**config.mk**
```make
export PLATFORM = sky130hd
export DESIGN_NAME = sao_blend
export DESIGN_NICKNAME = d
export VERILOG_FILES = /design/src/rtl/core/sao_pkg.sv /design/src/rtl/core/sao_blend.sv
export SDC_FILE = /design/constraint.sdc
export NUM_CORES = 1
export LEC_CHECK = 0
export ABC_AREA = 1
export BUFFER_PORTS_ARGS = -buffer_cell sky130_fd_sc_hd__clkbuf_2
export CORE_MARGIN = 4
export CORE_UTILIZATION = 55
export DETAILED_ROUTE_END_ITERATION = 12
export PLACE_DENSITY = 0.77
export SYNTH_ARGS = -nofsm -noshare
export SYNTH_HDL_FRONTEND = slang
export SYNTH_SLANG_ARGS = --single-unit
```
**constraint.sdc**
```tcl
create_clock -name i_clk -period 6.2 [get_ports i_clk]
set_input_delay 1.24 -clock i_clk [delete_from_list [all_inputs] [get_ports i_clk]]
set_output_delay 1.24 -clock i_clk [all_outputs]
set_load 0.005 [all_outputs]
```
**src/rtl/core/sao_pkg.sv**
```systemverilog
// Shared types and constants of the scaled sprite alpha overlay.
package sao_pkg;

    localparam int SPRITE_TEXELS_DEF = 4096;
    localparam int MAX_FRAME_DIM_DEF = 4096;

    localparam int CFG_IDX_W   = 3;
    localparam int CFG_DATA_W  = 13;
    localparam int TADDR_W     = 12;
    localparam int COORD_W     = 6;
    // A covered offset stays below 64 texels times a scale of 15.
    localparam int SPAN_W      = 10;
    localparam int RECIP_W     = 15;
    localparam int RECIP_SHIFT = 14;
    localparam int IDX_W       = 12;

    localparam logic OP_LOAD  = 1'b0;
    localparam logic OP_PIXEL = 1'b1;

    localparam logic [CFG_IDX_W-1:0] CFG_FRAME_WIDTH   = 3'd0;
    localparam logic [CFG_IDX_W-1:0] CFG_FRAME_HEIGHT  = 3'd1;
    localparam logic [CFG_IDX_W-1:0] CFG_SPRITE_X      = 3'd2;
    localparam logic [CFG_IDX_W-1:0] CFG_SPRITE_Y      = 3'd3;
    localparam logic [CFG_IDX_W-1:0] CFG_SCALE_FACTOR  = 3'd4;
    localparam logic [CFG_IDX_W-1:0] CFG_SPRITE_WIDTH  = 3'd5;
    localparam logic [CFG_IDX_W-1:0] CFG_SPRITE_HEIGHT = 3'd6;

    localparam logic [7:0]  ALPHA_CLEAR  = 8'h00;
    localparam logic [7:0]  ALPHA_OPAQUE = 8'hFF;
    localparam logic [31:0] RGB_MASK     = 32'h00FF_FFFF;
    localparam logic [6:0]  SPRITE_DIM_MAX = 7'd64;

    typedef struct packed {
        logic                opcode;
        logic [TADDR_W-1:0]  texel_addr;
        logic [31:0]         pixel_data;
        logic                frame_start;
    } t_in_word;

    typedef struct packed {
        logic [31:0] pixel_out;
        logic        sprite_hit;
        logic        frame_end;
    } t_out_word;

    // Effective configuration: sizes and scale are already clamped on write.
    typedef struct packed {
        logic [12:0]        frame_width;
        logic [12:0]        frame_height;
        logic signed [12:0] sprite_x;
        logic signed [12:0] sprite_y;
        logic [3:0]         scale;
        logic [RECIP_W-1:0] recip;
        logic [6:0]         sprite_width;
        logic [6:0]         sprite_height;
    } t_cfg;

    typedef struct packed {
        logic               is_pix;
        logic               hit;
        logic               frame_end;
        logic [31:0]        data;
        logic [TADDR_W-1:0] taddr;
        logic [SPAN_W-1:0]  dx;
        logic [SPAN_W-1:0]  dy;
    } t_s1;

    typedef struct packed {
        logic               is_pix;
        logic               hit;
        logic               frame_end;
        logic [31:0]        data;
        logic [TADDR_W-1:0] taddr;
        logic [COORD_W-1:0] scol;
        logic [COORD_W-1:0] srow;
    } t_s2;

    typedef struct packed {
        logic        hit;
        logic        frame_end;
        logic        tex_ok;
        logic [31:0] data;
    } t_s3;

endpackage

```
**src/rtl/core/sao_blend.sv**
```systemverilog
// Alpha compositing of the fetched texel over the destination pixel, output register.
module sao_blend (
    input  logic               i_clk,
    input  logic               i_rst_n,
    input  logic               i_valid,
    output logic               o_ready,
    input  sao_pkg::t_s3       i_s3,
    input  logic [31:0]        i_texel,
    output logic               o_valid,
    input  logic               i_ready,
    output sao_pkg::t_out_word o_word
);
    import sao_pkg::*;

    logic        r_ov;
    t_out_word   r_word;

    logic        w_take;
    logic [31:0] w_src, w_mix, w_blended, n_pixel;
    logic [7:0]  w_alpha, w_ialpha;
    logic [16:0] w_sum [3];

    assign o_ready = !r_ov || i_ready;
    assign w_take  = i_valid && o_ready;

    // A texel index past the store reads as transparent.
    assign w_src    = i_s3.tex_ok ? i_texel : '0;
    assign w_alpha  = w_src[31:24];
    assign w_ialpha = ALPHA_OPAQUE - w_alpha;

    always_comb begin
        w_mix = '0;
        for (int c = 0; c < 3; c++) begin
            w_sum[c] = 17'(w_src[8*c +: 8]) * 17'(w_alpha)
                     + 17'(i_s3.data[8*c +: 8]) * 17'(w_ialpha);
            w_mix[8*c +: 8] = w_sum[c][15:8];
        end
        w_mix[31:24] = ALPHA_CLEAR;
    end

    always_comb begin
        unique if (w_alpha == ALPHA_CLEAR) begin
            w_blended = i_s3.data;
        end else if (w_alpha == ALPHA_OPAQUE) begin
            w_blended = w_src & RGB_MASK;
        end else begin
            w_blended = w_mix;
        end
    end

    assign n_pixel = i_s3.hit ? w_blended : i_s3.data;

    always_ff @(posedge i_clk) begin
        if (!i_rst_n) begin
            r_ov <= 1'b0;
        end else if (o_ready) begin
            r_ov <= i_valid;
        end
    end

    always_ff @(posedge i_clk) begin
        if (w_take) begin
            r_word.pixel_out  <= n_pixel;
            r_word.sprite_hit <= i_s3.hit;
            r_word.frame_end  <= i_s3.frame_end;
        end
    end

    assign o_valid = r_ov;
    assign o_word  = r_word;

    a_miss_passes: assert property (@(posedge i_clk) disable iff (!i_rst_n)
        (w_take && !i_s3.hit) |=> (r_word.pixel_out == $past(i_s3.data)))
        else $error("uncovered pixel was altered");

    a_bad_index_keeps: assert property (@(posedge i_clk) disable iff (!i_rst_n)
        (w_take && i_s3.hit && !i_s3.tex_ok) |=> (r_word.pixel_out == $past(i_s3.data)))
        else $error("pixel over an out-of-range texel was altered");

endmodule

```
==> impl_metrics.tcl <==
set metrics [dict create \
    cts_sinks 35 \
    worstHoldStart "o_valid$_SDFFE_PN0N_" \
    r2r-end "o_word[10]$_DFFE_PP_" \
    switching_share_pct 54.2 \
    dieArea_sq_mm 0.0298 \
    slew_headroom_pct 54.4 \
    switching_power_mw 5.76 \
    hold_viol 0 \
    antenna_cells 0 \
    die_y_microns 173 \
    crit_path_top_delay_cell "fa_2" \
    pre_cts_slack_ns -0.385 \
    power_leakage_nw 10.0 \
    startpoint "i_s3[32]" \
    finalCriticalPeriod_ns 6.02 \
    dp_hpwl_mm 35.3 \
    worstMarginPinSlew_ns 0.683 \
    avgSynthCellArea_sq_um 7.54 \
    nFillCells 2188 \
    ant_nets 0 \
    cts_tree "done" \
    io_pins 107 \
    drt_iter0_drc 1151 \
    tns_ns 0 \
    required_ns 6.23 \
    start_util_pct 56.6 \
    clockPowerShare_pct 3.1 \
    grt_pass1_wl_mm 69.7 \
    drive_gt1_share_pct 14.3 \
    whs_endpoint "o_valid$_SDFFE_PN0N_" \
    cts-root-buf "clkbuf_16" \
    p_per_area_mw_per_mm2 616 \
    drc 0 \
    cts_buffers 5 \
    power_frac_comb_pct 92.5 \
    wl_per_cell_microns 16.7 \
    ys_seq_area_share_pct 6.98 \
    globalplace.congestion 0.968 \
    nNetsFinal 2724 \
    first_pass_iters 7 \
    setup_viol 0 \
    p_int_mw 4.87 \
    multi_input_area_sq_mm 0.0117 \
    drv_cap 0 \
    use_met2_pct 49.5 \
    fin_util_pct 65.4 \
    grt_util_met1_pct 35.7 \
    hold_class "reg -> reg" \
    insertion_delay_ns 0.31 \
    ir_drop_uv 542 \
    area_growth_pct 15.7 \
    met3_usage_pct 6.40 \
    grt_overflow 0 \
    cpPeakStageDelay_ns 0.61 \
    synth_area_leader_cell "fa_1" \
    grt_pass1_vias 14400 \
    track_usage_pct 28.7 \
    synth_flop_cell "edfxtp_1" \
    seqPwrFrac_pct 4.4 \
    clock_path_buffers 2 \
    rsz0062_at_grt "yes" \
    regArea_sq_mm 0.00104 \
    finalWirelength_mm 42.2 \
    core_sq_mm 0.0264 \
    syn_inst 1978 \
    min_period_over_period_pct 97.1 \
    grt_max_degree 36 \
    status "finished clean" \
    rr_worst_depth 2 \
    async_reset_ff_share_pct 0 \
    hold_buffers 0 \
    total_power_mw 10.6 \
    start_kind "primary input" \
    num_vias 13300 \
    cpMostUsedCell "nand2_1" \
    cp-end-kind "register" \
    slew_viol_final 0 \
    fmax_mhz 166 \
    yosysTopAreaCellShare_pct 38.3 \
    criticalPathCategory "in -> reg" \
    netlist_top_cells_area "fa_1, ha_1, inv_1" \
    reg2reg_from "o_valid$_SDFFE_PN0N_" \
    arrival_ns 6.05 \
    crit_buf_inv 8 \
    whs_ns 0.557 \
    syn_area_sq_mm 0.0149 \
    synth-seq-cells 35 \
    numPortBuffers 106 \
    clock-skew-final_ns 0.00874 \
    syn_nets 2514 \
    antenna_found_initial 1 \
    worstPathMaxFanout 10 \
    synth_edf_count 34 \
    critical-path-top-delay-family "adder cells" \
    clk_pin_slew_worst_paths_ns 0.07 \
    htree_num_levels 2 \
    reg2reg_slack_ns 4.87 \
    hold_depth 2 \
    placement_rows 59 \
    die_w_microns 173 \
    ys_warn_count 0 \
    worst_slack_ns 0.179 \
    busiest_layer "met2" \
    ys_types 30 \
    via_per_inst 5.28 \
]
[layout make-up]
cell class / count / share of cell area [%]
tap: 335 / 2.43
timing repair buffer: 249 / 10.2
clock buffer: 5 / 0.725
clock inverter: 3 / 0.254
multi-input combinational: 1334 / 68.1
inverter: 563 / 12.3
sequential: 35 / 6.04
[power groups by stage]
stage               clock network [mW]  logic (mW)  registers, mW
floorplan                            0        6.30          0.474
global placement                     0        8.70          0.472
detailed placement                   0        8.97          0.472
CTS                              0.329        9.04          0.469
global route                     0.337        11.2          0.474
finish                           0.327        9.83          0.468
[synth_stat cells, types with 6 or more instances]
cell type,instances
inv_1,558
nand2_2,6
buf_1,10
nand2_1,370
nor2_1,343
buf_2,11
nand4_1,15
nand3b_1,7
edfxtp_1,34
fa_1,285
nand3_1,59
clkbuf_1,20
a21oi_1,37
ha_1,180
[logic make-up (layout without fill, tap and decap cells)]
family / count (synthesis) / after routing / synth area share, %
buf+inv: 609 / 820 / 15.6
simple gates: 809 / 809 / 21.7
fa+ha+maj: 465 / 465 / 53.4
compound gates: 51 / 51 / 1.85
xor+xnor: 9 / 9 / 0.529
flops: 35 / 35 / 6.98
[metrics by stage]
| step | cells | instance area, sq um |
|---|---|---|
| 2_1_floorplan | 1978 | 14900 |
| 3_3_place_gp | 2516 | 16800 |
| 3_5_place_dp | 2516 | 16800 |
| 4_1_cts | 2524 | 17000 |
| 5_1_grt | 2524 | 17200 |
| 6_report | 2524 | 17200 |
[state kept, by name (all words and copies together), names as in the netlist]
register / count
o_word: 34
o_valid: 1
[placed cells by master, fill, tap and decap left out, types with 5 or more instances in the layout]
cell type | Yosys | layout
nor2_2 | 0 | 11
edfxtp_1 | 34 | 34
xor2_1 | 5 | 5
ha_1 | 180 | 170
buf_4 | 3 | 126
ha_4 | 0 | 9
inv_1 | 558 | 554
fa_1 | 285 | 284
nand3b_1 | 7 | 7
nand2_1 | 370 | 365
nand3_1 | 59 | 58
inv_2 | 5 | 8
buf_6 | 2 | 9
clkbuf_16 | 0 | 5
nor2_1 | 343 | 331
buf_12 | 0 | 9
clkbuf_2 | 0 | 105
a21oi_1 | 37 | 33
nand4_1 | 15 | 15
nand2_2 | 6 | 10
[how the worst max path moves through the flow]
stage	endpoint	slack (ns)	cells past startpoint
floorplan	o_word[17]$_DFFE_PP_	0.003	25
global placement	o_word[9]$_DFFE_PP_	-0.27	25
detailed placement	o_word[9]$_DFFE_PP_	-0.39	25
CTS	o_word[17]$_DFFE_PP_	0.03	24
global route	o_word[17]$_DFFE_PP_	-0.02	25
finish	o_word[14]$_DFFE_PP_	0.18	26
[routing by layer]
metal | share of wire (%) | wire (microns)
met1 | 37 | 15800
met4 | 4.4 | 1840
met3 | 10 | 4380
met2 | 48 | 20200
met5 | 0.017 | 7
[worst reg2reg max path, delay by kind of cell (launching register included)]
kind / cells / cell delay [ns]
DFF: 1 / 0.35
AOI/OAI and AO/OA: 1 / 0.14
buffers and inverters: 1 / 0.47
[repair_timing]
item	4_1_cts	5_1_grt
pin swaps	0	8
setup endpoints to repair	11	24
hold endpoints to repair	0	0
gates resized for setup	2	49
setup buffers	0	0
Power figures use the tool's default switching activity.
