==> src/rtl/core/sao_pkg.sv <==
// Shared types and constants of the scaled sprite alpha overlay.
package sao_pkg;

    localparam int SPRITE_TEXELS_DEF = 4096;
    localparam int MAX_FRAME_DIM_DEF = 4096;

    localparam int CFG_IDX_W   = 3;
    localparam int CFG_DATA_W  = 13;
    localparam int TADDR_W     = 12;
    localparam int COORD_W     = 6;
    // A covered offset stays below 64 texels times a scale of 15.
    localparam int SPAN_W      = 10;
    localparam int RECIP_W     = 15;
    localparam int RECIP_SHIFT = 14;
    localparam int IDX_W       = 12;

    localparam logic OP_LOAD  = 1'b0;
    localparam logic OP_PIXEL = 1'b1;

    localparam logic [CFG_IDX_W-1:0] CFG_FRAME_WIDTH   = 3'd0;
    localparam logic [CFG_IDX_W-1:0] CFG_FRAME_HEIGHT  = 3'd1;
    localparam logic [CFG_IDX_W-1:0] CFG_SPRITE_X      = 3'd2;
    localparam logic [CFG_IDX_W-1:0] CFG_SPRITE_Y      = 3'd3;
    localparam logic [CFG_IDX_W-1:0] CFG_SCALE_FACTOR  = 3'd4;
    localparam logic [CFG_IDX_W-1:0] CFG_SPRITE_WIDTH  = 3'd5;
    localparam logic [CFG_IDX_W-1:0] CFG_SPRITE_HEIGHT = 3'd6;

    localparam logic [7:0]  ALPHA_CLEAR  = 8'h00;
    localparam logic [7:0]  ALPHA_OPAQUE = 8'hFF;
    localparam logic [31:0] RGB_MASK     = 32'h00FF_FFFF;
    localparam logic [6:0]  SPRITE_DIM_MAX = 7'd64;

    typedef struct packed {
        logic                opcode;
        logic [TADDR_W-1:0]  texel_addr;
        logic [31:0]         pixel_data;
        logic                frame_start;
    } t_in_word;

    typedef struct packed {
        logic [31:0] pixel_out;
        logic        sprite_hit;
        logic        frame_end;
    } t_out_word;

    // Effective configuration: sizes and scale are already clamped on write.
    typedef struct packed {
        logic [12:0]        frame_width;
        logic [12:0]        frame_height;
        logic signed [12:0] sprite_x;
        logic signed [12:0] sprite_y;
        logic [3:0]         scale;
        logic [RECIP_W-1:0] recip;
        logic [6:0]         sprite_width;
        logic [6:0]         sprite_height;
    } t_cfg;

    typedef struct packed {
        logic               is_pix;
        logic               hit;
        logic               frame_end;
        logic [31:0]        data;
        logic [TADDR_W-1:0] taddr;
        logic [SPAN_W-1:0]  dx;
        logic [SPAN_W-1:0]  dy;
    } t_s1;

    typedef struct packed {
        logic               is_pix;
        logic               hit;
        logic               frame_end;
        logic [31:0]        data;
        logic [TADDR_W-1:0] taddr;
        logic [COORD_W-1:0] scol;
        logic [COORD_W-1:0] srow;
    } t_s2;

    typedef struct packed {
        logic        hit;
        logic        frame_end;
        logic        tex_ok;
        logic [31:0] data;
    } t_s3;

endpackage

==> src/rtl/core/sao_cfg.sv <==
// Configuration register file with write-time clamping of sizes and scale.
module sao_cfg #(
    parameter int MAX_FRAME_DIM = sao_pkg::MAX_FRAME_DIM_DEF
) (
    input  logic                             i_clk,
    input  logic                             i_rst_n,
    input  logic                             i_cfg_valid,
    output logic                             o_cfg_ready,
    input  logic [sao_pkg::CFG_IDX_W-1:0]    i_cfg_index,
    input  logic [sao_pkg::CFG_DATA_W-1:0]   i_cfg_data,
    output sao_pkg::t_cfg                    o_cfg
);
    import sao_pkg::*;

    t_cfg r_cfg;
    t_cfg n_cfg;

    function automatic logic [12:0] clamp_dim(input logic [12:0] v);
        logic [12:0] res;
        if (v == 13'd0) begin
            res = 13'd1;
        end else if (32'(v) > 32'(MAX_FRAME_DIM)) begin
            res = 13'(MAX_FRAME_DIM);
        end else begin
            res = v;
        end
        return res;
    endfunction

    // ceil(2**14 / scale); exact quotients for offsets below 1024.
    function automatic logic [RECIP_W-1:0] recip_of(input logic [3:0] sc);
        logic [RECIP_W-1:0] res;
        unique case (sc)
            4'd2:    res = 15'd8192;
            4'd3:    res = 15'd5462;
            4'd4:    res = 15'd4096;
            4'd5:    res = 15'd3277;
            4'd6:    res = 15'd2731;
            4'd7:    res = 15'd2341;
            4'd8:    res = 15'd2048;
            4'd9:    res = 15'd1821;
            4'd10:   res = 15'd1639;
            4'd11:   res = 15'd1490;
            4'd12:   res = 15'd1366;
            4'd13:   res = 15'd1261;
            4'd14:   res = 15'd1171;
            4'd15:   res = 15'd1093;
            default: res = 15'd16384;
        endcase
        return res;
    endfunction

    function automatic logic [6:0] clamp_sprite(input logic [6:0] v);
        return (v > SPRITE_DIM_MAX) ? SPRITE_DIM_MAX : v;
    endfunction

    assign o_cfg_ready = 1'b1;

    always_comb begin
        n_cfg = r_cfg;
        if (i_cfg_valid && o_cfg_ready) begin
            unique case (i_cfg_index)
                CFG_FRAME_WIDTH:   n_cfg.frame_width   = clamp_dim(i_cfg_data);
                CFG_FRAME_HEIGHT:  n_cfg.frame_height  = clamp_dim(i_cfg_data);
                CFG_SPRITE_X:      n_cfg.sprite_x      = $signed(i_cfg_data);
                CFG_SPRITE_Y:      n_cfg.sprite_y      = $signed(i_cfg_data);
                CFG_SCALE_FACTOR: begin
                    n_cfg.scale = (i_cfg_data[3:0] == 4'd0) ? 4'd1 : i_cfg_data[3:0];
                    n_cfg.recip = recip_of(i_cfg_data[3:0]);
                end
                CFG_SPRITE_WIDTH:  n_cfg.sprite_width  = clamp_sprite(i_cfg_data[6:0]);
                CFG_SPRITE_HEIGHT: n_cfg.sprite_height = clamp_sprite(i_cfg_data[6:0]);
                default: ;
            endcase
        end
    end

    always_ff @(posedge i_clk) begin
        if (!i_rst_n) begin
            r_cfg.frame_width   <= 13'd640;
            r_cfg.frame_height  <= 13'd480;
            r_cfg.sprite_x      <= 13'sd0;
            r_cfg.sprite_y      <= 13'sd0;
            r_cfg.scale         <= 4'd1;
            r_cfg.recip         <= 15'd16384;
            r_cfg.sprite_width  <= SPRITE_DIM_MAX;
            r_cfg.sprite_height <= SPRITE_DIM_MAX;
        end else begin
            r_cfg <= n_cfg;
        end
    end

    assign o_cfg = r_cfg;

endmodule

==> config.mk <==
export PLATFORM = sky130hd
export DESIGN_NAME = sao_cfg
export DESIGN_NICKNAME = d
export VERILOG_FILES = /design/src/rtl/core/sao_pkg.sv /design/src/rtl/core/sao_cfg.sv
export SDC_FILE = /design/constraint.sdc
export NUM_CORES = 1
export LEC_CHECK = 0
export BUFFER_PORTS_ARGS = -buffer_cell sky130_fd_sc_hd__buf_2
export CORE_MARGIN = 8
export CORE_UTILIZATION = 45
export CTS_BUF_LIST = sky130_fd_sc_hd__clkbuf_2
export CTS_CLUSTER_DIAMETER = 50
export CTS_CLUSTER_SIZE = 28
export DETAILED_ROUTE_END_ITERATION = 12
export PLACE_DENSITY = 0.8
export SLEW_MARGIN = 20
export SYNTH_ARGS = -nofsm -noshare
export SYNTH_HDL_FRONTEND = slang
export SYNTH_SLANG_ARGS = --single-unit
==> constraint.sdc <==
create_clock -name i_clk -period 3.15 [get_ports i_clk]
set_clock_uncertainty 0.15 [all_clocks]
set_input_delay 0.315 -clock i_clk [delete_from_list [all_inputs] [get_ports i_clk]]
set_output_delay 0.315 -clock i_clk [all_outputs]
set_load 0.05 [all_outputs]
==> metrics.txt, run 1 <==
initial antenna violation count=1; sequential-to-total area share from yosys stat=0.471; WP data arrival=2.45 ns; drt wl/cell=16.0 microns; final RePlAce weighted congestion=0.848; f_max=446 MHz; n_diodes=0; clock slew at reported path FFs=0.23 ns; Post-Synth Adder-Cell Area=0.0201; vias in the first global route=3,289; GRT Util Overall=0.180; EDFF count, synth=0; Cell Int Power=1.53 mW; I/O Pins=105; CTS tree=yes; VDD IR max=0.000230 V; Final Util=0.566; Fin. Hold Viols=0; hold crit path type=in -> reg; Syn. warnings=0; # fillers=733; cts hold-fix bufs=10; Setup TNS=0 ns; HPWL reported at the end of detailed placement=7250 microns; Placed Instance Area=0.00414 sq mm; Compound-Gate Fraction of Synth Area=0.203; core area=0.00777 sq mm; combinational family with the most area after synthesis=simple AND/OR/NAND/NOR gates; Mapped Area=0.00361 sq mm; Placement Setup Slack=0.998 ns; sequential cell area=0.00170 sq mm; DRC=0; RSZ-0062 raised after global routing=false; Cell Pwr Density=477 mW/mm^2; Rows=32; Comb pwr share=0.132; fin crit period=2.24 ns; ys flop type=dfxtp_1; die footprint=0.0111 sq mm; crit path launch type=input pin; clk_lat worst skew=0.49 ns; first-pass GRT wire length=16,500 microns; chip width=106 microns; Syn-to-layout area delta=21.8%; CTS max path bufs=2; #FFs+latches synth=85; drt pass-1 iters=4; post-route ant nets=0; simple-gate area share of the yosys netlist=0.244; critical path type=in -> reg; Total Routed Length=10,200 microns; part of the power in registers=0.530; Yosys cell types=42; Least-Margin Pin Slew=1.03 ns; post-synthesis mux area share=0.0177; CP max FO=9; Slew Limit Headroom=0.306; First DRT Iteration DRCs=238; crit end category=register; max_cap viols=0; max reg flops=85; post_cts resized=0; most frequent cells in the layout=nand2_1 (135), buf_2 (103), dfxtp_1 (85), a21boi_0 (58), nor2b_1 (15); Pleak=1.89 nW; Synth Area in XOR/XNOR=0; Sw Ratio=0.273; final instance area=0.00440 sq mm; post-synth net total=456; part of the power in the clock network=0.338; post-CTS setup buffers=0; final worst slack=0.908 ns; period utilization=0.712; port buffer count=103; total power=2.10 mW; Post-Syn Instances=432; Die Y=106 microns; pin count of the biggest net entering global routing=38; Vias=3,282; Initial Util=0.465; vias per std cell=5.18; clock root cell=clkbuf_2; sw power=0.572 mW; CTS H-tree lvls=3; Worst EP required=3.35 ns; ratio of cells with drive above 1 in the final layout=0.237; Avg Cell Area, Syn=8.36 sq um; Setup violations, final=0; commonest non-fill, non-tap cell in the layout=nand2_1; fin nets=551; Num CTS Buffers=9; Pins Over Slew Limit=0; Synth async-reset ratio=0; CTS Sinks=85; area taken by multi-input logic gates=0.00175 sq mm; grt ovf=0; status=finished, final reports clean
synthesized netlist by cell type (8+ instances only):
| master | n | share of area |
|---|---|---|
| a21boi_0 | 58 | 0.12 |
| buf_2 | 10 | 0.014 |
| clkbuf_1 | 19 | 0.020 |
| dfxtp_1 | 85 | 0.47 |
| nand2_1 | 135 | 0.14 |
| nand3_1 | 8 | 0.011 |
| nor2_1 | 13 | 0.014 |
| nor2b_1 | 15 | 0.026 |
| o21ai_0 | 8 | 0.011 |
cell families after synthesis:
logic type                 count (synthesis)
DFF                                       85
adders and majority gates                  6
other                                      1
AOI/OAI and AO/OA                        100
and+or+nand+nor                          198
muxes                                      5
buffers and inverters                     37
power by group through the flow:
stage | registers [mW] | clock network [mW] | logic [mW]
5_1_grt | 1.12 | 0.770 | 0.297
4_1_cts | 1.11 | 0.723 | 0.275
2_1_floorplan | 1.21 | 0 | 0.115
6_report | 1.11 | 0.708 | 0.276
3_3_place_gp | 1.13 | 0 | 0.262
3_5_place_dp | 1.13 | 0 | 0.265
stage by stage:
step | std cells | hold slack (ns)
2_1_floorplan | 432 | 0.310
3_3_place_gp | 608 | 0.292
3_5_place_dp | 608 | 0.300
4_1_cts | 634 | 0.0324
5_1_grt | 634 | 0.0451
6_report | 634 | 0.0809
final cells by class:
cell class                      instances  share of cell area
Clock inverter                          6              0.0253
Tap cell                              102              0.0290
Multi-Input combinational cell        310               0.399
Clock buffer                           10              0.0114
Sequential cell                        85               0.387
Timing Repair Buffer                  115               0.143
Inverter                                6             0.00512
critical path, cell delays in order:
cell and delay (ns):
dlygate4sd3_1 0.54, buf_2 0.18, inv_1 0.20, ha_1 0.33
or3b_2 0.51, nor3_1 0.26, o41ai_1 0.12
path summary, 6_finish.rpt:
kind,startpoint,endpoint,slack (ns),cells past startpoint
hold reg to reg,o_cfg[77],o_cfg[77],0.32,2
setup reg to reg,o_cfg[42],o_cfg[42],2.24,2
hold / removal,i_cfg_data[12],o_cfg[45],0.08,3
setup / recovery,i_cfg_data[0],o_cfg[73],0.91,7
layer usage:
metal  global-route usage  vias up  part of all wire
li1                     -     1639                 -
met1                0.222     1520              0.44
met2                0.284      105              0.46
met3               0.0572       16             0.083
met4               0.0764        2             0.021
met5                    0        -            0.0013
No activity file was read; power rests on OpenSTA's default activity.
==> inputs of run 2 (changes only) <==
clock period = 2.1 ns   (was 3.15 ns; I/O delays follow)
==> run 2 against run 1 <==
Against the previous run:
- sequential cell count unchanged
- largest cell class unchanged
- cell count up 2.2%
- highest routed layer is now met4
- via count up 2.9%
- sequential share of layout area down 0.87 points
- register-to-register slack worse by 1.0 ns
- sequential power up 50%
- core utilization up 1.3 points
- total power up 43%
- die area unchanged
- critical path depth unchanged
==> metrics.txt, run 2 (same netlist as run 1, synthesis figures left out) <==
GRT Util Overall=0.182 (+0.00196); final RePlAce weighted congestion=0.844 (-0.48%); die footprint=0.0111 sq mm (unchanged); max reg flops=85 (unchanged); clk_lat worst skew=0.55 ns (+0.06 ns); Die Y=106 microns (unchanged); n_diodes=0 (unchanged); HP Start=o_cfg[27]; Rows=32 (unchanged); pin count of the biggest net entering global routing=48 (+26%); Crit. Startpoint=i_cfg_data[0]; Levels on crit path=7 (unchanged); Placement Setup Slack=0.163 ns (-0.835 ns); total power=3.01 mW (+43%); Fin. Hold Viols=0 (unchanged); end point of the critical path=o_cfg[73]; clock slew at reported path FFs=0.24 ns (about the same); WP buf/inv=3 (unchanged); CTS max path bufs=2 (unchanged); chip width=106 microns (unchanged); Crit-path slowest cell=dlygate4sd3_1; WP data arrival=2.21 ns (-0.24 ns); CTS Sinks=85 (unchanged); most frequent cells in the layout=nand2_1 (135), buf_2 (103), dfxtp_1 (85), a21boi_0 (58), dlygate4sd3_1 (18); Syn-to-layout area delta=24.6%; Pins Over Slew Limit=0 (unchanged); period utilization=0.916; R2R cell count=2 (unchanged); vias per std cell=5.21 (+0.64%); VDD IR max=0.000424 V (+85%); grt ovf=0 (unchanged); crit end category=register; CP max FO=9 (unchanged); drt wl/cell=15.7 microns (-1.8%); initial antenna violation count=0 (-1); r2r startpoint=o_cfg[4]; HPWL reported at the end of detailed placement=7410 microns (+2.2%); hold slack=0.325 ns (+0.245 ns); Cell Pwr Density=669 mW/mm^2 (+40%); clock root cell=clkbuf_2; max_cap viols=0 (unchanged); vias in the first global route=3,280 (-0.27%); # fillers=728 (-0.68%); commonest non-fill, non-tap cell in the layout=nand2_1; fin nets=565 (+2.5%); Least-Margin Pin Slew=0.552 ns (-0.482 ns); I/O Pins=105 (unchanged); crit path launch type=input pin; Setup TNS=0 ns (unchanged); hold crit path type=reg -> reg; sequential cell area=0.00170 sq mm (unchanged); Total Routed Length=10,200 microns (+0.38%); RSZ-0062 raised after global routing=false; critical path type=in -> reg; CTS tree=yes; ratio of cells with drive above 1 in the final layout=0.242 (+0.00492); critical path's top delay family=buffers and inverters; RR Endpoint=o_cfg[4]; DRC=0 (unchanged); Initial Util=0.465 (unchanged); Worst EP required=2.39 ns (-0.96 ns); post-CTS setup buffers=0 (unchanged); port buffer count=103 (unchanged); status=finished, final reports clean; fin crit period=1.92 ns; first-pass GRT wire length=16,600 microns (+0.67%); Pleak=1.93 nW (+2.4%); First DRT Iteration DRCs=202 (-15%); register-to-register setup slack=1.23 ns (-1.01 ns); drt pass-1 iters=4 (unchanged); CTS H-tree lvls=3 (unchanged); Vias=3,376 (+2.9%); f_max=520 MHz; CP cell instances=dlygate4sd3_1 -> buf_2 -> inv_1 -> ha_1 -> or3b_2 -> nor3_1 -> o41ai_1; Setup violations, final=0 (unchanged); Num CTS Buffers=9 (unchanged); Slew Limit Headroom=0.631 (+0.326); final worst slack=0.177 ns (-0.731 ns); core area=0.00777 sq mm (unchanged); post-route ant nets=0 (unchanged); Critical Path Max Stage Delay=0.53 ns (about the same); area taken by multi-input logic gates=0.00175 sq mm (unchanged)
## run 2: cell count changes in the layout (fill, tap and decap cells not counted)
cell           delta
buf_4             +5
clkbuf_2          -1
clkinvlp_4        +1
dlygate4sd3_1     +8
buf_12            +1
clkinv_2          -1
bufinv_16         -2
clkinv_4          -1
inv_6             +4
## run 2: worst min path at each step
stage               depth (start not counted)         to  slack [ns]
finish                                      2  o_cfg[27]        0.33
global route                                2  o_cfg[80]        0.34
CTS                                         4  o_cfg[55]        0.29
floorplan                                   2  o_cfg[55]        0.20
global placement                            2  o_cfg[28]        0.29
detailed placement                          2  o_cfg[28]        0.30
## run 2: timing repair
item                      4_1_cts  5_1_grt
gates resized for setup         0        0
hold endpoints to repair       77        0
hold buffers                   18        0
## run 2: per-layer routing
| metal | global-route usage | wire length, microns |
|---|---|---|
| met1 | 0.230 | 4360 |
| met2 | 0.274 | 4610 |
| met3 | 0.0524 | 918 |
| met4 | 0.101 | 310 |
| met5 | 0 | 0 |
## run 2: final cells by class
cell class,count,area share
tap,102,0.0284
timing repair buffer,129,0.171
clock buffer,9,0.0100
multi-input combinational,310,0.390
sequential,85,0.378
inverter,6,0.00501
clock inverter,7,0.0178
## run 2: per-stage QoR
stage | std cells | area (sq um) | util
6_report | 648 | 4500 | 0.579
2_1_floorplan | 432 | 3610 | -
4_1_cts | 648 | 4500 | 0.579
3_5_place_dp | 614 | 4190 | 0.540
5_1_grt | 648 | 4500 | 0.579
3_3_place_gp | 614 | 4190 | 0.540
## run 2: worst reg2reg max path: cells and delay by family, from the launching register on
kind,cells,cell delay [ns]
flip-flops,1,0.43
AO/OA/AOI/OAI,1,0.18
AND/OR/NAND/NOR,1,0.06
## run 2: power breakdown
group	leakage [nW]	internal [mW]	switching, mW
Sequential	0.688	1.65	0.0180
Combinational	1.18	0.135	0.299
Clock	0.0699	0.292	0.613
Total	1.93	2.08	0.930
