[config.mk]
export PLATFORM = sky130hd
export DESIGN_NAME = sao_raster
export DESIGN_NICKNAME = d
export VERILOG_FILES = /design/src/rtl/core/sao_pkg.sv /design/src/rtl/core/sao_raster.sv
export SDC_FILE = /design/constraint.sdc
export NUM_CORES = 1
export LEC_CHECK = 0
export ABC_AREA = 1
export CAP_MARGIN = 20
export CELL_PAD_IN_SITES_DETAIL_PLACEMENT = 1
export CELL_PAD_IN_SITES_GLOBAL_PLACEMENT = 2
export CORE_MARGIN = 2
export CORE_UTILIZATION = 35
export CTS_BUF_LIST = sky130_fd_sc_hd__clkbuf_8
export DETAILED_ROUTE_END_ITERATION = 8
export DONT_BUFFER_PORTS = 1
export PLACE_DENSITY = 0.72
export SYNTH_ARGS = -nofsm -noshare
export SYNTH_HDL_FRONTEND = slang
export SYNTH_SLANG_ARGS = --single-unit
[constraint.sdc]
create_clock -name i_clk -period 5.8 [get_ports i_clk]
set_clock_uncertainty 0.1 [all_clocks]
set_input_delay 0.58 -clock i_clk [delete_from_list [all_inputs] [get_ports i_clk]]
set_output_delay 0.58 -clock i_clk [all_outputs]
set_load 0.03 [all_outputs]
[src/rtl/core/sao_pkg.sv]
// Shared types and constants of the scaled sprite alpha overlay.
package sao_pkg;

    localparam int SPRITE_TEXELS_DEF = 4096;
    localparam int MAX_FRAME_DIM_DEF = 4096;

    localparam int CFG_IDX_W   = 3;
    localparam int CFG_DATA_W  = 13;
    localparam int TADDR_W     = 12;
    localparam int COORD_W     = 6;
    // A covered offset stays below 64 texels times a scale of 15.
    localparam int SPAN_W      = 10;
    localparam int RECIP_W     = 15;
    localparam int RECIP_SHIFT = 14;
    localparam int IDX_W       = 12;

    localparam logic OP_LOAD  = 1'b0;
    localparam logic OP_PIXEL = 1'b1;

    localparam logic [CFG_IDX_W-1:0] CFG_FRAME_WIDTH   = 3'd0;
    localparam logic [CFG_IDX_W-1:0] CFG_FRAME_HEIGHT  = 3'd1;
    localparam logic [CFG_IDX_W-1:0] CFG_SPRITE_X      = 3'd2;
    localparam logic [CFG_IDX_W-1:0] CFG_SPRITE_Y      = 3'd3;
    localparam logic [CFG_IDX_W-1:0] CFG_SCALE_FACTOR  = 3'd4;
    localparam logic [CFG_IDX_W-1:0] CFG_SPRITE_WIDTH  = 3'd5;
    localparam logic [CFG_IDX_W-1:0] CFG_SPRITE_HEIGHT = 3'd6;

    localparam logic [7:0]  ALPHA_CLEAR  = 8'h00;
    localparam logic [7:0]  ALPHA_OPAQUE = 8'hFF;
    localparam logic [31:0] RGB_MASK     = 32'h00FF_FFFF;
    localparam logic [6:0]  SPRITE_DIM_MAX = 7'd64;

    typedef struct packed {
        logic                opcode;
        logic [TADDR_W-1:0]  texel_addr;
        logic [31:0]         pixel_data;
        logic                frame_start;
    } t_in_word;

    typedef struct packed {
        logic [31:0] pixel_out;
        logic        sprite_hit;
        logic        frame_end;
    } t_out_word;

    // Effective configuration: sizes and scale are already clamped on write.
    typedef struct packed {
        logic [12:0]        frame_width;
        logic [12:0]        frame_height;
        logic signed [12:0] sprite_x;
        logic signed [12:0] sprite_y;
        logic [3:0]         scale;
        logic [RECIP_W-1:0] recip;
        logic [6:0]         sprite_width;
        logic [6:0]         sprite_height;
    } t_cfg;

    typedef struct packed {
        logic               is_pix;
        logic               hit;
        logic               frame_end;
        logic [31:0]        data;
        logic [TADDR_W-1:0] taddr;
        logic [SPAN_W-1:0]  dx;
        logic [SPAN_W-1:0]  dy;
    } t_s1;

    typedef struct packed {
        logic               is_pix;
        logic               hit;
        logic               frame_end;
        logic [31:0]        data;
        logic [TADDR_W-1:0] taddr;
        logic [COORD_W-1:0] scol;
        logic [COORD_W-1:0] srow;
    } t_s2;

    typedef struct packed {
        logic        hit;
        logic        frame_end;
        logic        tex_ok;
        logic [31:0] data;
    } t_s3;

endpackage

[src/rtl/core/sao_raster.sv]
// Raster counters, sprite coverage test and reciprocal texel coordinate stage.
module sao_raster #(
    parameter int MAX_FRAME_DIM = sao_pkg::MAX_FRAME_DIM_DEF
) (
    input  logic              i_clk,
    input  logic              i_rst_n,
    input  sao_pkg::t_cfg     i_cfg,
    input  logic              i_valid,
    output logic              o_ready,
    input  sao_pkg::t_in_word i_word,
    output logic              o_valid,
    input  logic              i_ready,
    output sao_pkg::t_s2      o_s2
);
    import sao_pkg::*;

    localparam int CW = $clog2(MAX_FRAME_DIM);
    localparam int EW = ((CW > 13) ? CW : 13) + 1;
    localparam int DW = EW + 1;
    localparam int PW = SPAN_W + RECIP_W;

    logic [CW-1:0] r_col, r_row, n_col, n_row;
    logic [CW-1:0] w_col, w_row;
    logic          r_v1, r_v2;
    t_s1           r_s1;
    t_s2           r_s2;

    logic          w_ready1, w_ready2, w_acc, w_pix;
    logic          w_last_col, w_last_row, w_hit;
    logic signed [DW-1:0] w_dx, w_dy;
    logic [10:0]   w_span_x, w_span_y;
    logic [PW-1:0] w_px, w_py;

    assign w_ready2 = !r_v2 || i_ready;
    assign w_ready1 = !r_v1 || w_ready2;
    assign o_ready  = w_ready1;
    assign w_acc    = i_valid && w_ready1;
    assign w_pix    = (i_word.opcode == OP_PIXEL);

    // A frame start puts this pixel at the top-left corner.
    assign w_col = i_word.frame_start ? '0 : r_col;
    assign w_row = i_word.frame_start ? '0 : r_row;

    assign w_last_col = (EW'(w_col) + EW'(1)) >= EW'(i_cfg.frame_width);
    assign w_last_row = (EW'(w_row) + EW'(1)) >= EW'(i_cfg.frame_height);

    assign w_dx = $signed({{(DW-CW){1'b0}}, w_col}) - DW'(i_cfg.sprite_x);
    assign w_dy = $signed({{(DW-CW){1'b0}}, w_row}) - DW'(i_cfg.sprite_y);

    assign w_span_x = 11'(i_cfg.sprite_width) * 11'(i_cfg.scale);
    assign w_span_y = 11'(i_cfg.sprite_height) * 11'(i_cfg.scale);

    assign w_hit = w_pix && !w_dx[DW-1] && !w_dy[DW-1]
                   && ($unsigned(w_dx) < DW'(w_span_x))
                   && ($unsigned(w_dy) < DW'(w_span_y));

    always_comb begin
        n_col = r_col;
        n_row = r_row;
        if (w_acc && w_pix) begin
            if (!w_last_col) begin
                n_col = w_col + CW'(1);
                n_row = w_row;
            end else begin
                n_col = '0;
                n_row = w_last_row ? '0 : (w_row + CW'(1));
            end
        end
    end

    always_ff @(posedge i_clk) begin
        if (!i_rst_n) begin
            r_col <= '0;
            r_row <= '0;
            r_v1  <= 1'b0;
            r_v2  <= 1'b0;
        end else begin
            r_col <= n_col;
            r_row <= n_row;
            if (w_ready1) begin
                r_v1 <= i_valid;
            end
            if (w_ready2) begin
                r_v2 <= r_v1;
            end
        end
    end

    // Quotient by the scale as a multiply with a rounded-up reciprocal.
    assign w_px = PW'(r_s1.dx) * PW'(i_cfg.recip);
    assign w_py = PW'(r_s1.dy) * PW'(i_cfg.recip);

    always_ff @(posedge i_clk) begin
        if (w_acc) begin
            r_s1.is_pix    <= w_pix;
            r_s1.hit       <= w_hit;
            r_s1.frame_end <= w_last_col && w_last_row;
            r_s1.data      <= i_word.pixel_data;
            r_s1.taddr     <= i_word.texel_addr;
            r_s1.dx        <= w_dx[SPAN_W-1:0];
            r_s1.dy        <= w_dy[SPAN_W-1:0];
        end
        if (w_ready2 && r_v1) begin
            r_s2.is_pix    <= r_s1.is_pix;
            r_s2.hit       <= r_s1.hit;
            r_s2.frame_end <= r_s1.frame_end;
            r_s2.data      <= r_s1.data;
            r_s2.taddr     <= r_s1.taddr;
            r_s2.scol      <= w_px[RECIP_SHIFT +: COORD_W];
            r_s2.srow      <= w_py[RECIP_SHIFT +: COORD_W];
        end
    end

    assign o_valid = r_v2;
    assign o_s2    = r_s2;

    a_start_origin: assert property (@(posedge i_clk) disable iff (!i_rst_n)
        (w_acc && w_pix && i_word.frame_start && !w_last_col)
        |=> (r_col == CW'(1) && r_row == '0))
        else $error("frame start did not restart the raster counters");

    a_frame_wrap: assert property (@(posedge i_clk) disable iff (!i_rst_n)
        (w_acc && w_pix && w_last_col && w_last_row)
        |=> (r_col == '0 && r_row == '0))
        else $error("raster counters did not wrap after the last pixel");

endmodule

==> out/results.tsv, run 1 <==
stage	metric	value	unit
run_status	status	completed	
clock_network	cts_setup_buffers	0	
route	route.met3.wl	1.865	mm
global_routing	grt_use_total	19.77	%
synthesis	synth_area_leaders	fa_1 23%, edfxtp_1 21%, inv_1 12%, nand2_1 12%, ha_1 12%	
worst_setup_path	crit_chain	nand2_1 > fa_1 > inv_1 > fa_1 > inv_1 > fa_1 > inv_1 > fa_1 > inv_1 > fa_1 > inv_1 > ha_1 > a21o_1 > a31oi_1 > o21ai_0 > nand2_1 > nand3_1 > nand3_1 > nand2_1	
global_routing	antenna_found_initial	4	
route	drt_wl_total	50.52	mm
floorplan	rows	83	
floorplan	start_util	35.40	%
final_layout	drive_gt1_share	3.124	%
worst_setup_path	required	5.95	ns
worst_setup_path	crit_fanout	15	
worst_setup_path	critPathLaunchType	register	
timing	whs	0.07323	ns
timing	rsz0062_at_grt	no	
timing	slew_headroom	37.39	%
timing	finalSetupViolCount	0	
placed_design	place.gp.congestion	0.7925	
power	leakagePower	10.66	nW
clock_network	clock_latency	0.49	ns
synthesis	yosysTopAreaCell	fa_1	
floorplan	fp.dieW	231.8	um
worst_setup_path	critPathMaxStageDelay	0.80	ns
placed_design	post-dp-hpwl	41.27	mm
worst_setup_path	cpMaxStageDelayCell	edfxtp_1	
route	route.met2.wl	26.11	mm
synthesis	synth_commonest_cells	604 x inv_1, 590 x nand2_1, 208 x fa_1	
final_layout	instances_no_fill	2922	
floorplan	coreArea	51300	um^2
clock_network	tritoncts	built	
placed_design	place_inst	2889	
route	firstDrtPassIters	4	
worst_setup_path	arrival	5.50	ns
route	wirelength_met1	22.10	mm
synthesis	synth_cell_type_count	49	
worst_setup_path	critPathBufInv	5	
synthesis	syn_avg_cell_area	8.011	um^2
floorplan	die_y	231.8	um
final_layout	utilization	37.38	%
route	drc_errors	0	
placed_design	io_buffer_count	0	
clock_network	h-tree-depth	4	
power	ir_worst_vdd	0.0002246	V
timing	tns	0	ns
floorplan	io_pins	196	
final_layout	fin_nets	2747	
route	detail_route.wl_per_cell	17.29	um
clock_network	hold_buffers	0	
timing	finalHoldViolations	0	
timing	slew_viol_final	0	
synthesis	seq_area_frac_synth	23.70	%
synthesis	syn-num-nets	2786	
clock_network	cts.reportedPaths.clkPinSlew	0.11	ns
timing	fin_crit_sh	92.16	%
global_routing	grt_start_max_net_pins	68	
synthesis	yosysTopAreaCellShare	22.93	%
worst_setup_path	endpoint_kind	register	
route	viasPerCell	4.705	
clock_network	ctsResizeCount	0	
timing	fin_ws	0.4547	ns
synthesis	synth_most_common_cell	inv_1	
placed_design	place_ws	0.4183	ns
global_routing	grt_pass1_wl	82.97	mm
clock_network	numCtsBuffers	17	
clock_network	cts_max_path_buffers	2	
synthesis	ys_ff_latch	152	
floorplan	die_area	53730	um^2
synthesis	ys_async_sr_fraction	0	%
route	drtIter0Drc	492	
worst_setup_path	path_class	register to register	
route	ant_nets	0	
synthesis	synth_edf_count	126	
synthesis	synthCells	2267	
flow_run	drv_cap	0	
worst_setup_path	cp_top_family	adder cells	
synthesis	yosysWarnings	0	
clock_network	cts.sinks	152	
route	top_layer	met5	
timing	tightestPinTransition	0.9392	ns
route	vias	13747	
final_layout	fillers	6272	
global_routing	grt_pass1_vias	15448	
clock_network	cts_root_buf	clkbuf_8	
global_routing	gr-total-overflow	0	
timing	post-route-min-period	5.345	ns
timing	fmax	187.1	MHz
synthesis	synth_ff_type	edfxtp_1	
power	power.density	384.5	nW/um^2
final_layout	area_growth	5.580	%
synthesis	syn_area	18160	um^2
min_path	hold_path_class	primary input to register	
==> where the power goes <==
group	switching, W	internal (W)	leakage (nW)
clock network	0.000499	0.000355	0.188
registers	0.000216	0.00142	1.42
logic	0.00302	0.00186	9.06
==> path summary, 6_finish.rpt <==
kind,start,to,slack [ns],cells after the start
worst max-delay path,r_s1[2],o_s2[5],0.45,19
worst min register to register,r_s1[57],o_s2[49],0.32,0
worst min-delay path,i_word[18],r_s1[49],0.07,0
worst max register to register,r_s1[2],o_s2[5],0.45,19
==> area by class of cell <==
class | count | area, um^2 | share of cell area, %
diodes | 1 | 2.502 | 0.01305
clock buffers | 17 | 234.0 | 1.220
clock inverters | 15 | 158.9 | 0.8287
inverters | 611 | 2296 | 11.97
multi-input cells | 1443 | 11310 | 58.96
flip-flops and latches | 152 | 4304 | 22.45
well taps | 680 | 850.8 | 4.437
repair buffers | 3 | 22.52 | 0.1175
==> cell families after synthesis <==
kind of cell / count (synthesis) / share of synthesized area, %
compound gates: 173 / 5.346
flops: 152 / 23.70
fa+ha+maj: 384 / 35.05
buf+inv: 672 / 14.11
simple gates: 822 / 18.66
xor+xnor: 64 / 3.128
==> sequential cells by signal (all words and copies together) (netlist names) <==
name	flops
o_valid	1
o_s2	59
r_col	12
r_row	12
r_v1	1
r_s1	67
==> cells in the final DEF, fill, tap and decap left out, drive strengths merged, types with 2 or more instances in the layout <==
| cell | instances |
|---|---|
| a21o | 9 |
| a21oi | 103 |
| a22oi | 6 |
| a31oi | 5 |
| buf | 3 |
| clkbuf | 17 |
| clkinv | 3 |
| clkinvlp | 4 |
| dfxtp | 26 |
| edfxtp | 126 |
| fa | 208 |
| ha | 176 |
| inv | 618 |
| nand2 | 597 |
| nand3 | 59 |
| nand3b | 4 |
| nand4 | 28 |
| nor2 | 114 |
| nor3 | 11 |
| nor3b | 2 |
| nor4 | 6 |
| o211ai | 2 |
| o21ai | 33 |
| o21bai | 5 |
| o22ai | 2 |
| o311ai | 3 |
| xnor2 | 22 |
| xor2 | 42 |
==> metrics by stage <==
| stage | total power, W | cell area (um^2) |
|---|---|---|
| 2_1_floorplan | 0.005382 | 18160 |
| 3_3_place_gp | 0.006565 | 18780 |
| 3_5_place_dp | 0.006630 | 18780 |
| 4_1_cts | 0.007557 | 19170 |
| 5_1_grt | 0.008399 | 19170 |
| 6_report | 0.007372 | 19170 |
==> metal layers <==
layer / GRT usage (%) / vias up
met5: 0 / -
met4: 2.845 / 6
met3: 3.856 / 28
met2: 35.79 / 147
met1: 24.75 / 6832
li1: - / 6734
No activity file was read; power rests on OpenSTA's default activity.
==> run 2, diff against run 1 <==
--- a/config.mk
+++ b/config.mk
@@ -10,11 +10,11 @@
 export CELL_PAD_IN_SITES_DETAIL_PLACEMENT = 1
 export CELL_PAD_IN_SITES_GLOBAL_PLACEMENT = 2
 export CORE_MARGIN = 2
-export CORE_UTILIZATION = 35
+export CORE_UTILIZATION = 40
 export CTS_BUF_LIST = sky130_fd_sc_hd__clkbuf_8
 export DETAILED_ROUTE_END_ITERATION = 8
 export DONT_BUFFER_PORTS = 1
-export PLACE_DENSITY = 0.72
+export PLACE_DENSITY = 0.81
 export SYNTH_ARGS = -nofsm -noshare
 export SYNTH_HDL_FRONTEND = slang
 export SYNTH_SLANG_ARGS = --single-unit
==> run 2 against run 1 <==
  * Count of clock-buffer cells in the layout unchanged
  * Cell area down 0.49%
  * Sequential power about the same
  * Critical path depth unchanged
  * Global-route usage up 1.6 points
==> out/results.tsv, run 2 (same netlist as run 1, synthesis figures left out) <==
stage	metric	value	unit	change
placed_design	place.gp.congestion	0.8224		+3.8%
power	power.density	384.6	nW/um^2	about the same
worst_setup_path	arrival	5.56	ns	+0.06 ns
worst_setup_path	crit_fanout	14		-1
final_layout	final_design_area_no_fill	19080	um^2	-0.49%
final_layout	layout_commonest_cell	inv_1		
timing	slew_viol_final	0		unchanged
worst_setup_path	critPathMaxStageDelay	0.77	ns	-0.03 ns
placed_design	place_area	18690	um^2	-0.49%
placed_design	io_buffer_count	0		unchanged
final_layout	largest_reg_flops	67		unchanged
worst_setup_path	cpMaxStageDelayCell	edfxtp_1		
timing	rsz0062_at_grt	no		
final_layout	top_register	r_s1		
final_layout	fin_nets	2749		+0.073%
route	drt_wl_total	48.19	mm	-4.6%
power	intPower	0.003622	W	-0.40%
run_status	status	completed		
final_layout	area_growth	5.064	%	
worst_setup_path	critPathBufInv	5		unchanged
floorplan	die_y	217.1	um	-6.3%
route	drtIter0Drc	519		+5.5%
power	switchingPower	0.003716	W	-0.53%
clock_network	cts.sinks	152		unchanged
floorplan	die_area	47120	um^2	-12%
power	leakagePower	10.68	nW	+0.18%
worst_setup_path	required	6.00	ns	+0.05 ns
floorplan	start_util	40.28	%	+4.9 points
timing	post-route-min-period	5.359	ns	+0.01416 ns
floorplan	fp.dieW	217.1	um	-6.3%
clock_network	cts_setup_buffers	0		unchanged
clock_network	h-tree-depth	4		unchanged
timing	fin_crit_sh	92.40	%	+0.24 points
global_routing	grt_pass1_vias	15576		+0.83%
worst_setup_path	endpoint_kind	register		
final_layout	fillers	5585		-11%
route	detail_route.wl_per_cell	16.93	um	-2.1%
power	ir_worst_vdd	0.0002768	V	+23%
power	swShare	50.64	%	about the same
route	firstDrtPassIters	7		+3
timing	finalHoldViolations	0		unchanged
power	combPwrFrac	66.6	%	+0.4 points
clock_network	numCtsBuffers	17		unchanged
global_routing	grt_use_total	21.38	%	+1.6 points
clock_network	ctsResizeCount	0		unchanged
route	drc_errors	0		unchanged
final_layout	utilization	42.32	%	+4.9 points
clock_network	hold_buffers	1		+1
clock_network	cts_root_buf	clkbuf_8		
timing	finalSetupViolCount	0		unchanged
clock_network	tritoncts	built		
route	viasPerCell	4.880		+3.7%
global_routing	grt_start_max_net_pins	68		unchanged
flow_run	drv_cap	0		unchanged
route	vias	13888		+1.0%
worst_setup_path	cp_top_family	adder cells		
global_routing	gr-total-overflow	0		unchanged
final_layout	drive_gt1_share	3.121	%	about the same
timing	fmax	186.6	MHz	-0.26%
worst_setup_path	crit_chain	nand2_1 > fa_1 > inv_1 > fa_1 > fa_1 > fa_1 > inv_1 > fa_1 > inv_1 > ha_1 > nand2_1 > nor2_1 > inv_1 > nor2_1 > nand4_1 > nand3_1 > inv_1 > nand2_1 > nand2_1		
timing	tightestPinTransition	0.9178	ns	-0.02136 ns
route	ant_nets	0		unchanged
clock_network	cts_max_path_buffers	2		unchanged
power	seq_power_share	22.2	%	about the same
clock_network	clock_latency	0.52	ns	+0.03 ns
clock_network	cts.reportedPaths.clkPinSlew	0.14	ns	+0.03 ns
floorplan	coreArea	45090	um^2	-12%
min_path	hold_path_class	primary input to register		
timing	tns	0	ns	unchanged
worst_setup_path	critPathLaunchType	register		
timing	slew_headroom	38.81	%	+1.4 points
floorplan	rows	78		-6.0%
worst_setup_path	path_class	register to register		
placed_design	post-dp-hpwl	39.76	mm	-3.7%
power	clock_power_share	11.1	%	-0.5 points
global_routing	antenna_found_initial	3		-1
global_routing	grt_pass1_wl	79.04	mm	-4.7%
final_layout	final_cell_mix	604 x inv_1, 590 x nand2_1, 208 x fa_1, 176 x ha_1, 126 x edfxtp_1		
floorplan	io_pins	196		unchanged
-- run 2: changes by cell type in the layout (fill, tap and decap cells not counted), sizes merged --
cell / previous run / this run
diode: 1 / 3
clkinvlp: 4 / 1
buf: 3 / 4
inv: 618 / 620
dlygate4sd3: 0 / 1
clkinv: 3 / 4
-- run 2: final cells by class --
type | count | area (um^2) | share of cell area, %
clock inverters | 15 | 142.6 | 0.7475
flip-flops and latches | 152 | 4304 | 22.56
inverters | 611 | 2296 | 12.03
multi-input cells | 1443 | 11310 | 59.25
clock buffers | 17 | 234.0 | 1.226
diodes | 3 | 7.507 | 0.03934
repair buffers | 5 | 40.04 | 0.2098
well taps | 600 | 750.7 | 3.934
-- run 2: stage by stage --
stage	worst slack [ns]	power [W]	hold slack (ns)	instances
floorplan	0.5397	0.005382	0.3003	2267
finish	0.4405	0.007338	0.07478	2846
global placement	0.5714	0.006455	0.3007	2810
detailed placement	0.4385	0.006625	0.3052	2810
CTS	0.4551	0.007490	0.02953	2843
global route	0.05284	0.008348	0.02975	2846
-- run 2: final timing paths --
| kind | start | to | slack (ns) | cells after the start |
|---|---|---|---|---|
| min | i_word[25] | r_s1[56] | 0.07 | 0 |
| min reg2reg | r_s1[60] | o_s2[52] | 0.32 | 0 |
| max reg2reg | r_s1[1] | o_s2[5] | 0.44 | 19 |
| max | r_s1[1] | o_s2[5] | 0.44 | 19 |
-- run 2: power by group through the flow --
stage / clock (W) / sequential [W] / combinational [W]
2_1_floorplan: 0 / 0.00160 / 0.00379
3_3_place_gp: 0 / 0.00165 / 0.00480
3_5_place_dp: 0 / 0.00166 / 0.00497
4_1_cts: 0.000848 / 0.00163 / 0.00501
5_1_grt: 0.000879 / 0.00164 / 0.00583
6_report: 0.000818 / 0.00163 / 0.00489
-- run 2: routing by layer --
metal,share of wire [%],track usage (%)
met5,0,0
met4,2.6,6.735
met3,3.1,3.578
met2,52,39.39
met1,42,25.25
==> run 3, diff against run 2 <==
--- a/config.mk
+++ b/config.mk
@@ -11,7 +11,7 @@
 export CELL_PAD_IN_SITES_GLOBAL_PLACEMENT = 2
 export CORE_MARGIN = 2
 export CORE_UTILIZATION = 40
-export CTS_BUF_LIST = sky130_fd_sc_hd__clkbuf_8
+export CTS_BUF_LIST = sky130_fd_sc_hd__clkbuf_16
 export DETAILED_ROUTE_END_ITERATION = 8
 export DONT_BUFFER_PORTS = 1
 export PLACE_DENSITY = 0.81
==> run 3 against run 2 <==
  * Sequential cell count is the same
  * Sequential power is essentially flat
  * Highest routed layer unchanged
  * Largest cell class unchanged
  * Critical path type unchanged
  * Global-route usage grew 0.13 points
==> out/results.tsv, run 3 (same netlist as run 1, synthesis figures left out) <==
stage	metric	value	unit	change
run_status	status	completed		
final_layout	fin_nets	2748		-0.036%
clock_network	h-tree-depth	4		unchanged
worst_setup_path	path_class	register to register		
timing	slew_headroom	38.99	%	+0.18 points
global_routing	antenna_found_initial	3		unchanged
floorplan	start_util	40.28	%	unchanged
timing	slew_viol_final	0		unchanged
timing	fin_crit_sh	92.39	%	about the same
clock_network	cts.sinks	152		unchanged
worst_setup_path	crit_fanout	14		unchanged
timing	rsz0062_at_grt	no		
worst_setup_path	required	5.94	ns	-0.06 ns
clock_network	cts_root_buf	clkbuf_16		
route	drt_wl_total	48.50	mm	+0.65%
power	power.density	396.7	nW/um^2	+3.1%
clock_network	numCtsBuffers	17		unchanged
global_routing	grt_start_max_net_pins	68		unchanged
timing	whs	0.08987	ns	+0.01509 ns
clock_network	ctsResizeCount	0		unchanged
placed_design	io_buffer_count	0		unchanged
route	drc_errors	0		unchanged
final_layout	top_register	r_s1		
placed_design	place.gp.congestion	0.8224		unchanged
final_layout	area_growth	6.063	%	
floorplan	fp.dieW	217.1	um	unchanged
final_layout	drive_gt1_share	3.122	%	about the same
route	ant_nets	0		unchanged
power	ir_worst_vdd	0.0002792	V	+0.87%
worst_setup_path	endpoint_kind	register		
min_path	hold_path_class	primary input to register		
floorplan	coreArea	45090	um^2	unchanged
placed_design	post-dp-hpwl	39.76	mm	unchanged
route	vias	13923		+0.25%
timing	tns	0	ns	unchanged
clock_network	cts_setup_buffers	0		unchanged
final_layout	layout_commonest_cell	inv_1		
global_routing	grt_use_total	21.51	%	+0.13 points
timing	finalHoldViolations	0		unchanged
timing	finalSetupViolCount	0		unchanged
route	drtIter0Drc	552		+6.4%
flow_run	drv_cap	0		unchanged
route	firstDrtPassIters	5		-2
clock_network	clock_latency	0.48	ns	-0.04 ns
worst_setup_path	critPathLaunchType	register		
final_layout	largest_reg_flops	67		unchanged
clock_network	hold_buffers	0		-1
global_routing	grt_pass1_wl	79.34	mm	+0.38%
clock_network	cts.reportedPaths.clkPinSlew	0.09	ns	-0.05 ns
final_layout	final_cell_mix	604 x inv_1, 590 x nand2_1, 208 x fa_1, 176 x ha_1, 126 x edfxtp_1		
timing	tightestPinTransition	0.9151	ns	-0.002708 ns
floorplan	die_y	217.1	um	unchanged
global_routing	grt_pass1_vias	15602		+0.17%
clock_network	cts_max_path_buffers	2		unchanged
power	leakagePower	10.76	nW	+0.78%
floorplan	rows	78		unchanged
route	detail_route.wl_per_cell	17.05	um	+0.68%
timing	post-route-min-period	5.359	ns	-0.0009840 ns
clock_network	tritoncts	built		
final_layout	utilization	42.72	%	+0.40 points
floorplan	io_pins	196		unchanged
timing	fmax	186.6	MHz	about the same
worst_setup_path	arrival	5.50	ns	-0.06 ns
route	viasPerCell	4.894		+0.29%
floorplan	die_area	47120	um^2	unchanged
global_routing	gr-total-overflow	0		unchanged
[run 3: cell count changes in the layout (fill, tap and decap cells not counted)]
cell and change:
clkbuf_8 -17, clkbuf_16 +17, dlygate4sd3_1 -1
[run 3: critical path, stage by stage, from the launching register on]
cell and delay [ns]:
edfxtp_1 0.76, nand2_1 0.19, fa_1 0.58, inv_1 0.05
fa_1 0.53, fa_1 0.45, fa_1 0.55, inv_1 0.05
fa_1 0.53, inv_1 0.04, ha_1 0.32, nand2_1 0.09
nor2_1 0.17, inv_1 0.07, nor2_1 0.16, nand4_1 0.14
nand3_1 0.16, inv_1 0.06, nand2_1 0.06, nand2_1 0.05
[run 3: final cells by class]
class | count | area, um^2
inverters | 611 | 2296
repair buffers | 4 | 30.03
diodes | 3 | 7.507
clock buffers | 17 | 425.4
fillers | 5575 | 25830
multi-input cells | 1443 | 11310
well taps | 600 | 750.7
clock inverters | 15 | 142.6
flip-flops and latches | 152 | 4304
[run 3: report_power, final]
part	total (W)	internal [W]	switching (W)
clock network	0.00111	0.000601	0.000508
registers	0.00163	0.00142	0.000211
logic	0.00490	0.00185	0.00305
total	0.00764	0.00388	0.00376
[run 3: path summary, 6_finish.rpt]
| path | from | to | slack [ns] | cells past startpoint |
|---|---|---|---|---|
| max | r_s1[1] | o_s2[5] | 0.44 | 19 |
| min | i_word[11] | r_s1[42] | 0.09 | 0 |
| max reg2reg | r_s1[1] | o_s2[5] | 0.44 | 19 |
| min reg2reg | r_s1[60] | o_s2[52] | 0.31 | 0 |
[run 3: metal layers]
metal / track usage (%) / up-vias / share of wire (%)
li1: - / 6749 / -
met1: 25.41 / 6931 / 42
met2: 39.71 / 176 / 53
met3: 3.256 / 67 / 2.9
met4: 7.146 / 0 / 2.6
met5: 0 / - / 0
[run 3: per-stage QoR]
| stage | area [um^2] | setup slack, ns | total power (W) | instances |
|---|---|---|---|---|
| final | 19260 | 0.4415 | 0.007641 | 2845 |
| after global routing | 19260 | 0.05704 | 0.008639 | 2845 |
| after CTS | 19250 | 0.4583 | 0.007783 | 2842 |
| after detailed placement | 18690 | 0.4385 | 0.006625 | 2810 |
| after global placement | 18690 | 0.5714 | 0.006455 | 2810 |
| after floorplan | 18160 | 0.5397 | 0.005382 | 2267 |
